--- src/hw/rtl/sync_header_frame_parser_defines.svh ---
// Assertion macros used by the frame parser core (shfp_core).
`ifndef SYNC_HEADER_FRAME_PARSER_DEFINES_SVH
`define SYNC_HEADER_FRAME_PARSER_DEFINES_SVH

// Same-cycle implication, checked out of reset.
`define SHFP_ASSERT_NOW(label, clk, rst_n, ante, cons) \
  label: assert property (@(posedge clk) disable iff (!(rst_n)) (ante) |-> (cons)) \
    else $error("shfp assertion failed");

// Next-cycle implication, checked out of reset.
`define SHFP_ASSERT_NEXT(label, clk, rst_n, ante, cons) \
  label: assert property (@(posedge clk) disable iff (!(rst_n)) (ante) |=> (cons)) \
    else $error("shfp assertion failed");

`endif

--- src/hw/rtl/shfp_pkg.sv ---
// Types and constants of the sync-header frame parser.
package shfp_pkg;

  localparam logic [7:0] SYNC_U   = 8'h55;
  localparam logic [7:0] SYNC_N   = 8'h4E;
  localparam logic [7:0] SYNC_E   = 8'h45;
  localparam logic [7:0] SYNC_R   = 8'h52;
  localparam logic [7:0] TOKEN_CH = 8'h3A;

  // Fixed part of the checksum: sync bytes and token.
  localparam logic [7:0] HDR_XOR = SYNC_U ^ SYNC_N ^ SYNC_E ^ SYNC_R ^ TOKEN_CH;

  typedef enum logic [2:0] {
    PH_SEEK_U  = 3'd0,
    PH_EXP_N   = 3'd1,
    PH_EXP_E   = 3'd2,
    PH_EXP_R   = 3'd3,
    PH_LEN     = 3'd4,
    PH_TOKEN   = 3'd5,
    PH_PAYLOAD = 3'd6
  } phase_t;

  typedef struct packed {
    logic [7:0] data_byte;
    logic       is_payload;
    logic       is_command;
    logic       frame_end;
    logic       frame_ok;
  } shfp_result_t;

endpackage

--- src/hw/rtl/shfp_ifs.sv ---
// Valid/ready channel interfaces for received bytes and parse results.
interface shfp_in_if;
  logic       valid;
  logic       ready;
  logic [7:0] rx_byte;

  modport source (output valid, output rx_byte, input ready);
  modport sink   (input valid, input rx_byte, output ready);
endinterface

interface shfp_out_if;
  logic       valid;
  logic       ready;
  logic [7:0] data_byte;
  logic       is_payload;
  logic       is_command;
  logic       frame_end;
  logic       frame_ok;

  modport source (output valid, output data_byte, output is_payload, output is_command,
                  output frame_end, output frame_ok, input ready);
  modport sink   (input valid, input data_byte, input is_payload, input is_command,
                  input frame_end, input frame_ok, output ready);
endinterface

--- src/hw/rtl/shfp_in_stage.sv ---
// Input register: captures one received word and holds it until the parser takes it.
module shfp_in_stage (
  input  logic        clk,
  input  logic        rst_n,
  shfp_in_if.sink     in_ch,
  input  logic        advance,
  output logic        byte_valid,
  output logic [7:0]  byte_q
);

  logic       valid_r, valid_nxt;
  logic [7:0] byte_r;
  logic       take;

  assign in_ch.ready = !valid_r || advance;
  assign take        = in_ch.valid && in_ch.ready;

  always_comb begin
    priority if (take) begin
      valid_nxt = 1'b1;
    end else if (advance) begin
      valid_nxt = 1'b0;
    end else begin
      valid_nxt = valid_r;
    end
  end

  always_ff @(posedge clk) begin
    if (!rst_n) begin
      valid_r <= 1'b0;
    end else begin
      valid_r <= valid_nxt;
    end
  end

  always_ff @(posedge clk) begin
    if (take) begin
      byte_r <= in_ch.rx_byte;
    end
  end

  assign byte_valid = valid_r;
  assign byte_q     = byte_r;

endmodule

--- src/hw/rtl/shfp_core.sv ---
// Frame parser state machine: phase, length count, running checksum, result flags.
`include "sync_header_frame_parser_defines.svh"

module shfp_core (
  input  logic                  clk,
  input  logic                  rst_n,
  input  logic                  step,
  input  logic [7:0]            rx_byte,
  output shfp_pkg::shfp_result_t result
);

  shfp_pkg::phase_t phase_r, phase_nxt, restart;
  logic [7:0]       bytes_left_r, bytes_left_nxt;
  logic [7:0]       xor_r, xor_nxt;
  logic             pending_r, pending_nxt;
  logic [7:0]       cnt_dec;

  assign cnt_dec = bytes_left_r - 8'd1;
  // A mismatching byte is retried as a fresh 'U'.
  assign restart = (rx_byte == shfp_pkg::SYNC_U) ? shfp_pkg::PH_EXP_N : shfp_pkg::PH_SEEK_U;

  always_comb begin
    phase_nxt      = phase_r;
    bytes_left_nxt = bytes_left_r;
    xor_nxt        = xor_r;
    pending_nxt    = pending_r;
    unique case (phase_r)
      shfp_pkg::PH_SEEK_U: begin
        phase_nxt = restart;
      end
      shfp_pkg::PH_EXP_N: begin
        phase_nxt = (rx_byte == shfp_pkg::SYNC_N) ? shfp_pkg::PH_EXP_E : restart;
      end
      shfp_pkg::PH_EXP_E: begin
        phase_nxt = (rx_byte == shfp_pkg::SYNC_E) ? shfp_pkg::PH_EXP_R : restart;
      end
      shfp_pkg::PH_EXP_R: begin
        phase_nxt = (rx_byte == shfp_pkg::SYNC_R) ? shfp_pkg::PH_LEN : restart;
      end
      shfp_pkg::PH_LEN: begin
        bytes_left_nxt = rx_byte;
        phase_nxt      = shfp_pkg::PH_TOKEN;
      end
      shfp_pkg::PH_TOKEN: begin
        if (rx_byte == shfp_pkg::TOKEN_CH) begin
          phase_nxt   = shfp_pkg::PH_PAYLOAD;
          xor_nxt     = shfp_pkg::HDR_XOR ^ bytes_left_r;
          pending_nxt = 1'b1;
        end else begin
          phase_nxt = restart;
        end
      end
      shfp_pkg::PH_PAYLOAD: begin
        // Length zero wraps here and counts as 256.
        bytes_left_nxt = cnt_dec;
        pending_nxt    = 1'b0;
        if (cnt_dec != 8'd0) begin
          xor_nxt = xor_r ^ rx_byte;
        end else begin
          phase_nxt = shfp_pkg::PH_SEEK_U;
        end
      end
      default: begin
        phase_nxt = shfp_pkg::PH_SEEK_U;
      end
    endcase
  end

  always_comb begin
    result            = '0;
    result.data_byte  = rx_byte;
    if (phase_r == shfp_pkg::PH_PAYLOAD) begin
      if (cnt_dec != 8'd0) begin
        result.is_payload = 1'b1;
        result.is_command = pending_r;
      end else begin
        result.frame_end = 1'b1;
        result.frame_ok  = (rx_byte == xor_r);
      end
    end
  end

  always_ff @(posedge clk) begin
    if (!rst_n) begin
      phase_r      <= shfp_pkg::PH_SEEK_U;
      bytes_left_r <= 8'd0;
      xor_r        <= 8'd0;
      pending_r    <= 1'b0;
    end else if (step) begin
      phase_r      <= phase_nxt;
      bytes_left_r <= bytes_left_nxt;
      xor_r        <= xor_nxt;
      pending_r    <= pending_nxt;
    end
  end

  `SHFP_ASSERT_NEXT(a_token_opens_payload, clk, rst_n, step && phase_r == shfp_pkg::PH_TOKEN && rx_byte == shfp_pkg::TOKEN_CH, phase_r == shfp_pkg::PH_PAYLOAD && pending_r)
  `SHFP_ASSERT_NEXT(a_end_returns_to_seek, clk, rst_n, step && result.frame_end, phase_r == shfp_pkg::PH_SEEK_U && !pending_r)
  `SHFP_ASSERT_NOW(a_command_only_in_payload, clk, rst_n, result.is_command, result.is_payload && !result.frame_end)
  `SHFP_ASSERT_NOW(a_pending_only_in_payload, clk, rst_n, pending_r, phase_r == shfp_pkg::PH_PAYLOAD)

endmodule

--- src/hw/rtl/shfp_out_stage.sv ---
// Result register: holds one parse result until the downstream side takes it.
module shfp_out_stage (
  input  logic                  clk,
  input  logic                  rst_n,
  shfp_out_if.source            out_ch,
  input  logic                  load,
  input  shfp_pkg::shfp_result_t result,
  output logic                  space
);

  logic                   valid_r, valid_nxt;
  shfp_pkg::shfp_result_t res_r;

  assign space = !valid_r || out_ch.ready;

  always_comb begin
    priority if (load) begin
      valid_nxt = 1'b1;
    end else if (out_ch.ready) begin
      valid_nxt = 1'b0;
    end else begin
      valid_nxt = valid_r;
    end
  end

  always_ff @(posedge clk) begin
    if (!rst_n) begin
      valid_r <= 1'b0;
    end else begin
      valid_r <= valid_nxt;
    end
  end

  always_ff @(posedge clk) begin
    if (load) begin
      res_r <= result;
    end
  end

  assign out_ch.valid      = valid_r;
  assign out_ch.data_byte  = res_r.data_byte;
  assign out_ch.is_payload = res_r.is_payload;
  assign out_ch.is_command = res_r.is_command;
  assign out_ch.frame_end  = res_r.frame_end;
  assign out_ch.frame_ok   = res_r.frame_ok;

endmodule

--- src/hw/rtl/sync_header_frame_parser.sv ---
// Sync-header frame parser top level: input register, parser, result register.
// Path: a word accepted into the input register is parsed, then held in the result register until taken.
// Throughput: one word per cycle while the result register is not stalled; the parser state updates once per word.
// A stalled result register holds the input register, which then drops ready.
// Reset (synchronous, rst_n low) empties both registers and returns to seeking 'U'.
module sync_header_frame_parser (
  input  logic        clk,
  input  logic        rst_n,
  shfp_in_if.sink     in_ch,
  shfp_out_if.source  out_ch
);

  logic                   byte_valid;
  logic [7:0]             byte_q;
  logic                   space;
  logic                   advance;
  shfp_pkg::shfp_result_t result;

  assign advance = byte_valid && space;

  shfp_in_stage u_in (
    .clk        (clk),
    .rst_n      (rst_n),
    .in_ch      (in_ch),
    .advance    (advance),
    .byte_valid (byte_valid),
    .byte_q     (byte_q)
  );

  shfp_core u_core (
    .clk     (clk),
    .rst_n   (rst_n),
    .step    (advance),
    .rx_byte (byte_q),
    .result  (result)
  );

  shfp_out_stage u_out (
    .clk    (clk),
    .rst_n  (rst_n),
    .out_ch (out_ch),
    .load   (advance),
    .result (result),
    .space  (space)
  );

endmodule
--- src/flat_wrapper.sv ---
// flat-port wrapper written by rule: the top's interface ports become plain ports
module sync_header_frame_parser_flat 
  (clk, rst_n, in_ch_valid, in_ch_rx_byte, in_ch_ready, out_ch_valid, out_ch_data_byte, out_ch_is_payload, out_ch_is_command, out_ch_frame_end, out_ch_frame_ok, out_ch_ready);
  shfp_in_if in_ch_i ();
  shfp_out_if out_ch_i ();
  input  logic clk;
  input  logic rst_n;
  input wire logic [$bits(in_ch_i.valid)-1:0] in_ch_valid;
  input wire logic [$bits(in_ch_i.rx_byte)-1:0] in_ch_rx_byte;
  output wire logic [$bits(in_ch_i.ready)-1:0] in_ch_ready;
  output wire logic [$bits(out_ch_i.valid)-1:0] out_ch_valid;
  output wire logic [$bits(out_ch_i.data_byte)-1:0] out_ch_data_byte;
  output wire logic [$bits(out_ch_i.is_payload)-1:0] out_ch_is_payload;
  output wire logic [$bits(out_ch_i.is_command)-1:0] out_ch_is_command;
  output wire logic [$bits(out_ch_i.frame_end)-1:0] out_ch_frame_end;
  output wire logic [$bits(out_ch_i.frame_ok)-1:0] out_ch_frame_ok;
  input wire logic [$bits(out_ch_i.ready)-1:0] out_ch_ready;
  assign in_ch_i.valid = in_ch_valid;
  assign in_ch_i.rx_byte = in_ch_rx_byte;
  assign in_ch_ready = in_ch_i.ready;
  assign out_ch_valid = out_ch_i.valid;
  assign out_ch_data_byte = out_ch_i.data_byte;
  assign out_ch_is_payload = out_ch_i.is_payload;
  assign out_ch_is_command = out_ch_i.is_command;
  assign out_ch_frame_end = out_ch_i.frame_end;
  assign out_ch_frame_ok = out_ch_i.frame_ok;
  assign out_ch_i.ready = out_ch_ready;
  sync_header_frame_parser u_core (.clk(clk), .rst_n(rst_n), .in_ch(in_ch_i), .out_ch(out_ch_i));
endmodule
--- config.mk ---
export PLATFORM = sky130hd
export DESIGN_NAME = sync_header_frame_parser_flat
export DESIGN_NICKNAME = d
export VERILOG_FILES = /design/src/hw/rtl/shfp_pkg.sv /design/src/hw/rtl/shfp_ifs.sv /design/src/hw/rtl/shfp_in_stage.sv /design/src/hw/rtl/shfp_core.sv /design/src/hw/rtl/shfp_out_stage.sv /design/src/hw/rtl/sync_header_frame_parser.sv /design/src/flat_wrapper.sv
export VERILOG_INCLUDE_DIRS = /design/src /design/src/hw/rtl
export SDC_FILE = /design/constraint.sdc
export NUM_CORES = 1
export LEC_CHECK = 0
export ABC_AREA = 1
export BUFFER_PORTS_ARGS = -buffer_cell sky130_fd_sc_hd__buf_4
export CAP_MARGIN = 20
export CORE_ASPECT_RATIO = 1.4
export CORE_MARGIN = 2
export CORE_UTILIZATION = 35
export DETAILED_ROUTE_END_ITERATION = 6
export GPL_TIMING_DRIVEN = 0
export PLACE_DENSITY_LB_ADDON = 0.25
export SYNTH_ARGS = -nofsm -noshare
export SYNTH_HDL_FRONTEND = slang
export SYNTH_HIERARCHICAL = 1
export SYNTH_SLANG_ARGS = --single-unit
--- constraint.sdc ---
create_clock -name clk -period 2 [get_ports clk]
set_input_delay 0.1 -clock clk [delete_from_list [all_inputs] [get_ports clk]]
set_output_delay 0.1 -clock clk [all_outputs]
set_load 0.02 [all_outputs]
==> impl_metrics.json, run 1 <==
{
  "outcome": "finished clean",
  "power_density_mw_per_mm2": 725,
  "numCtsBuffers": 5,
  "max-vdd-ir-drop_v": 0.000400,
  "die_w_um": 71.4,
  "drive_above_1_share": 0.261,
  "via_per_inst": 4.78,
  "worstPathCellList": "inv_1 > ha_1 > nand2_4 > inv_2 > nand3_1 > nand2_1 > nand2_1 > nor2_2 > nand2_2 > nand2_2 > nand2_4 > buf_6 > nand2_1 > nand2_1 > nor2_2",
  "r2r-start": "u_core/u_core/bytes_left_r[1]$_SDFFE_PN0P_",
  "rsz0062_at_grt": "no",
  "cap_violations": 0,
  "clk_path_buf_depth": 2,
  "synth_top_area_share": 0.270,
  "grt_pass1_vias": 1684,
  "internal-power_uw": 1440,
  "die_area_mm2": 0.00702,
  "postRouteWirelength_mm": 5.16,
  "worstSetupStartpointType": "flop",
  "numPortBuffers": 25,
  "cts.sinks": 42,
  "path_clk_slew_ns": 0.09,
  "dp_hpwl_mm": 3.69,
  "synth_common_cells": "48 x nand2_1, 31 x nor2_1, 24 x inv_1",
  "synth-edff-count": 20,
  "grt_usage": 0.152,
  "hp-class": "in -> reg",
  "synth_top_area_cell": "edfxtp_1",
  "overflow": 0,
  "switchingPower_uw": 520,
  "grt_max_degree": 22,
  "cp.arrival_ns": 2.05,
  "synth_ff_type": "dfxtp_1",
  "cp-startpoint": "u_core/u_core/bytes_left_r[1]$_SDFFE_PN0P_",
  "pwr-share-comb": 0.148,
  "cp_top_family": "simple AND/OR/NAND/NOR gates",
  "total_leakage_power_uw": 0.00116,
  "gp_congestion": 0.847,
  "timing.fmax_mhz": 538,
  "min_period_ns": 1.86,
  "cts-root-buf": "clkbuf_8",
  "firstDrtPassIters": 4,
  "die_y_um": 98.3,
  "antenna_found_initial": 0,
  "synth_area_per_cell_um2": 8.39,
  "skew_ns": 0.00634,
  "post_drt_wl_per_cell_um": 13.6,
  "path_common_cell": "nand2_1",
  "rows": 34,
  "seq_power_share": 0.501,
  "area_growth_pct": 21.6,
  "syn-num-nets": 279,
  "cp_data_required_time_ns": 2.20,
  "io_pins": 26,
  "core_area_mm2": 0.00617,
  "nets": 320,
  "clkPwrFrac": 0.351,
  "yosys.cell_count.top_type": "nand2_1",
  "finalMaxSlewViolations": 0,
  "ys_seq_area_frac": 0.468,
  "ys_types": 34,
  "antenna_cells": 0,
  "switching_share": 0.265,
  "fin_ws_ns": 0.143,
  "pre_cts_ws_ns": -0.186,
  "min_from": "out_ch_ready",
  "cp_slowest_cell": "dfxtp_1",
  "syn_inst": 265,
  "finalCritPeriodShare": 0.929,
  "cts_tree": "built",
  "cts_setup_buffers": 0,
  "ys_async_sr_fraction": 0,
  "synthTopCellsByArea": "edfxtp_1 27%, dfxtp_1 20%, nand2_1 8.1%",
  "worstMarginPinSlew_ns": 0.796,
  "slew_headroom": 0.469,
  "vias": 1812,
  "crit_path_end_kind": "flop",
  "hold_violations": 0,
  "drcViolationCount": 0,
  "cp_max_fo": 10,
  "slowest_delay_ns": 0.41,
  "netlist_area_mm2": 0.00222,
  "insertion_delay_ns": 0.30,
  "yosysWarnings": 6,
  "grt_pass1_wl_mm": 8.17,
  "path_buf_inv": 3,
  "total_power_uw": 1960,
  "drtIter0Drc": 71,
  "path_class": "reg -> reg",
  "whs_ns": 0.0643,
  "antenna_left": 0,
  "h-tree-depth": 2,
  "finalSetupViolCount": 0,
  "start_util": 0.360,
  "ys_ff_latch": 42
}
-- through the flow --
stage | cell area (µm²) | util | setup TNS [ns] | cells
floorplan | 2220 | - | 0 | 265
global placement | 2500 | 0.405 | -1.29 | 362
detailed placement | 2500 | 0.405 | -2.22 | 362
CTS | 2700 | 0.437 | 0 | 378
global route | 2700 | 0.438 | 0 | 379
finish | 2700 | 0.438 | 0 | 379
-- cells in the final DEF (no fill, tap or decap), types with 8 or more instances in the layout --
cell and n:
inv_1 23, nand3_1 15, a21oi_1 13, nand2_2 8, edfxtp_1 20, nor2_1 31
dfxtp_1 22, buf_4 34, nand2_1 48, o21ai_0 11, dlygate4sd3_1 8
-- logic make-up (layout without fill, tap and decap cells) --
family | count (synthesis) | in the layout | synth area share
simple gates | 129 | 129 | 0.282
mux | 4 | 4 | 0.0180
xor+xnor | 9 | 9 | 0.0355
buf+inv | 45 | 87 | 0.0962
compound gates | 34 | 34 | 0.0884
flops | 42 | 42 | 0.468
fa+ha+maj | 2 | 2 | 0.0113
-- final timing paths --
path / to / slack [ns] / cells after the start
min reg2reg: u_core/u_core/pending_r$_SDFFE_PN0P_ / 0.49 / 2
max reg2reg: u_core/u_core/xor_r[1]$_SDFFE_PN0P_ / 0.14 / 15
max: u_core/u_core/xor_r[1]$_SDFFE_PN0P_ / 0.14 / 15
min: u_core/u_out/out_ch.valid$_SDFFE_PN0P_ / 0.06 / 4
-- worst min-delay path, cell delays in order --
cell     delay (ns)
buf_4          0.08
inv_1          0.03
nand2_2        0.06
a21oi_2        0.05
-- timing repair --
item	4_1_cts	5_1_grt
gates resized for setup	1	0
endpoints found under the setup margin	23	12
hold buffers	8	0
cloned	0	1
endpoints found under the hold margin	8	0
-- sequential cells by signal, summed over array words and instances, names as in the netlist, 3 cells and up --
| register | cells |
|---|---|
| u_core/u_core/bytes_left_r | 8 |
| u_core/u_in/byte_q | 8 |
| u_core/u_core/phase_r | 3 |
| u_core/u_out/out_ch.data_byte | 8 |
| u_core/u_core/xor_r | 8 |
-- area by class of cell --
class	instances	area (µm²)
fill	617	3470
sequential	42	1040
multi-input combinational	178	968
timing repair buffer	33	268
inverter	31	120
buffer	14	97.6
tap	72	90.1
clock buffer	5	68.8
clock inverter	3	43.8
timing repair inverter	1	5.00
-- power groups by stage --
stage | sequential [µW] | combinational (µW) | clock [µW]
2_1_floorplan | 1010 | 178 | 0
3_3_place_gp | 1000 | 270 | 0
3_5_place_dp | 1000 | 273 | 0
4_1_cts | 982 | 288 | 707
5_1_grt | 987 | 319 | 735
6_report | 981 | 290 | 688
-- routing by layer --
| metal | GRT usage | share of wire |
|---|---|---|
| met1 | 0.159 | 0.39 |
| met2 | 0.293 | 0.58 |
| met3 | 0.0217 | 0.015 |
| met4 | 0.0610 | 0.017 |
| met5 | 0 | 0 |
Note: power is estimated with default switching activity, not from simulation.
==> run 2: changes to the inputs <==
BUFFER_PORTS_ARGS = not set   (was -buffer_cell sky130_fd_sc_hd__buf_4)
DONT_BUFFER_PORTS = 1   (was not set)
HOLD_SLACK_MARGIN = 0.03   (was not set)
clock period = 2.14 ns   (was 2 ns; I/O delays follow)
==> impl_metrics.json, run 2 (same netlist as run 1, synthesis figures left out) <==
{
  "numCtsBuffers": 5,
  "path_class": "reg -> reg",
  "total_leakage_power_uw": 0.00105,
  "finalCritPeriodShare": 0.896,
  "die_w_um": 71.4,
  "io_pins": 26,
  "grt_pass1_vias": 1642,
  "cts.sinks": 42,
  "clk_path_buf_depth": 2,
  "dp_cells": 337,
  "area_growth_pct": 14.4,
  "final_common_cell": "nand2_1",
  "power_density_mw_per_mm2": 697,
  "cp_data_required_time_ns": 2.36,
  "pwr-share-comb": 0.123,
  "ff_latch_area_mm2": 0.00104,
  "crit_path_end_kind": "flop",
  "drive_above_1_share": 0.189,
  "post_drt_wl_per_cell_um": 14.0,
  "nets": 298,
  "cts-root-buf": "clkbuf_8",
  "cts_setup_buffers": 0,
  "cp_max_fo": 11,
  "antenna_left": 0,
  "finalSetupViolCount": 0,
  "path_clk_slew_ns": 0.08,
  "outcome": "finished clean",
  "r2r_slack_ns": 0.22,
  "top_usage_layer": "met2",
  "switchingPower_uw": 454,
  "antenna_found_initial": 0,
  "seq_power_share": 0.529,
  "drtIter0Drc": 69,
  "firstDrtPassIters": 4,
  "internal-power_uw": 1320,
  "gp_congestion": 0.824,
  "fin_ws_ns": 0.223,
  "clkPwrFrac": 0.348,
  "core_area_mm2": 0.00617,
  "instances_no_fill": 357,
  "grt_usage": 0.148,
  "cts_tree": "built",
  "vias": 1715,
  "final_cell_mix": "48 x nand2_1, 31 x nor2_1, 23 x inv_1",
  "die_area_mm2": 0.00702,
  "grt_max_degree": 22,
  "rows": 34,
  "skew_ns": 0.0101,
  "grt_pass1_wl_mm": 7.91,
  "pre_cts_ws_ns": -0.150,
  "via_per_inst": 4.80,
  "timing.fmax_mhz": 522,
  "worstSetupStartpointType": "flop",
  "grtUsageMet3": 0.0217,
  "fin_util": 0.412,
  "h-tree-depth": 2,
  "numPortBuffers": 0,
  "hp-class": "in -> reg",
  "overflow": 0,
  "cp.arrival_ns": 2.14,
  "cap_violations": 0,
  "insertion_delay_ns": 0.29,
  "postRouteWirelength_mm": 4.99,
  "slew_headroom": 0.482,
  "multi_input_area_um2": 968,
  "die_y_um": 98.3,
  "start_util": 0.360,
  "drcViolationCount": 0,
  "switching_share": 0.256,
  "finalMaxSlewViolations": 0,
  "rsz0062_at_grt": "no",
  "hold_violations": 0,
  "grtUsageMet1": 0.153,
  "nFillCells": 617,
  "dp_hpwl_mm": 3.66,
  "min_period_ns": 1.92,
  "worstMarginPinSlew_ns": 0.777,
  "met2_usage": 0.285,
  "max-vdd-ir-drop_v": 0.000308,
  "fin_setup_tns_ns": 0,
  "antenna_cells": 0
}
[run 2: critical path, stage by stage, from the launching register on]
cell and delay [ns]:
dfxtp_1 0.39, nand2_2 0.11, nand2_1 0.13, clkinvlp_4 0.23, inv_1 0.12, nor2_1 0.24
clkbuf_1 0.35, o21ai_0 0.14, a21oi_1 0.13
[run 2: area by class of cell]
class / instances / area share
Timing Repair inverter: 1 / 0.00197
Timing Repair Buffer: 11 / 0.0433
Inverter: 31 / 0.0472
Multi-Input combinational cell: 178 / 0.381
Clock inverter: 2 / 0.0148
Sequential cell: 42 / 0.409
Clock buffer: 6 / 0.0285
Tap cell: 72 / 0.0354
Buffer: 14 / 0.0384
[run 2: path summary, 6_finish.rpt]
check,startpoint,end,depth (start not counted)
hold / removal,rst_n,u_core/u_core/pending_r$_SDFFE_PN0P_,2
setup reg to reg,u_core/u_out/out_ch.valid$_SDFFE_PN0P_,u_core/u_core/bytes_left_r[7]$_SDFFE_PN0P_,8
setup / recovery,u_core/u_out/out_ch.valid$_SDFFE_PN0P_,u_core/u_core/bytes_left_r[7]$_SDFFE_PN0P_,8
hold reg to reg,u_core/u_core/pending_r$_SDFFE_PN0P_,u_core/u_core/pending_r$_SDFFE_PN0P_,2
[run 2: through the flow]
stage          power (µW)  cell area [µm²]  hold slack [ns]
3_3_place_gp         1150             2310            0.206
6_report             1770             2540           0.0628
3_5_place_dp         1160             2310            0.206
2_1_floorplan        1110             2220            0.206
5_1_grt              1860             2540           0.0732
4_1_cts              1790             2540           0.0522
[run 2: layer usage]
| metal | up-vias | share of wire |
|---|---|---|
| met5 | - | 0 |
| met4 | 0 | 0.019 |
| met3 | 6 | 0.016 |
| met2 | 18 | 0.57 |
| met1 | 789 | 0.40 |
| li1 | 902 | - |
[run 2: power by group through the flow]
stage | clock [µW] | sequential, µW | combinational (µW)
after floorplan | 0 | 941 | 166
after CTS | 635 | 938 | 218
final | 617 | 937 | 218
after global placement | 0 | 957 | 196
after global routing | 671 | 941 | 246
after detailed placement | 0 | 957 | 198
[run 2: what timing repair did]
item | CTS | global route
endpoints found under the setup margin | 18 | 6
cloned | 0 | 1
hold buffers | 11 | 0
endpoints found under the hold margin | 15 | 0
gates resized for setup | 1 | 0
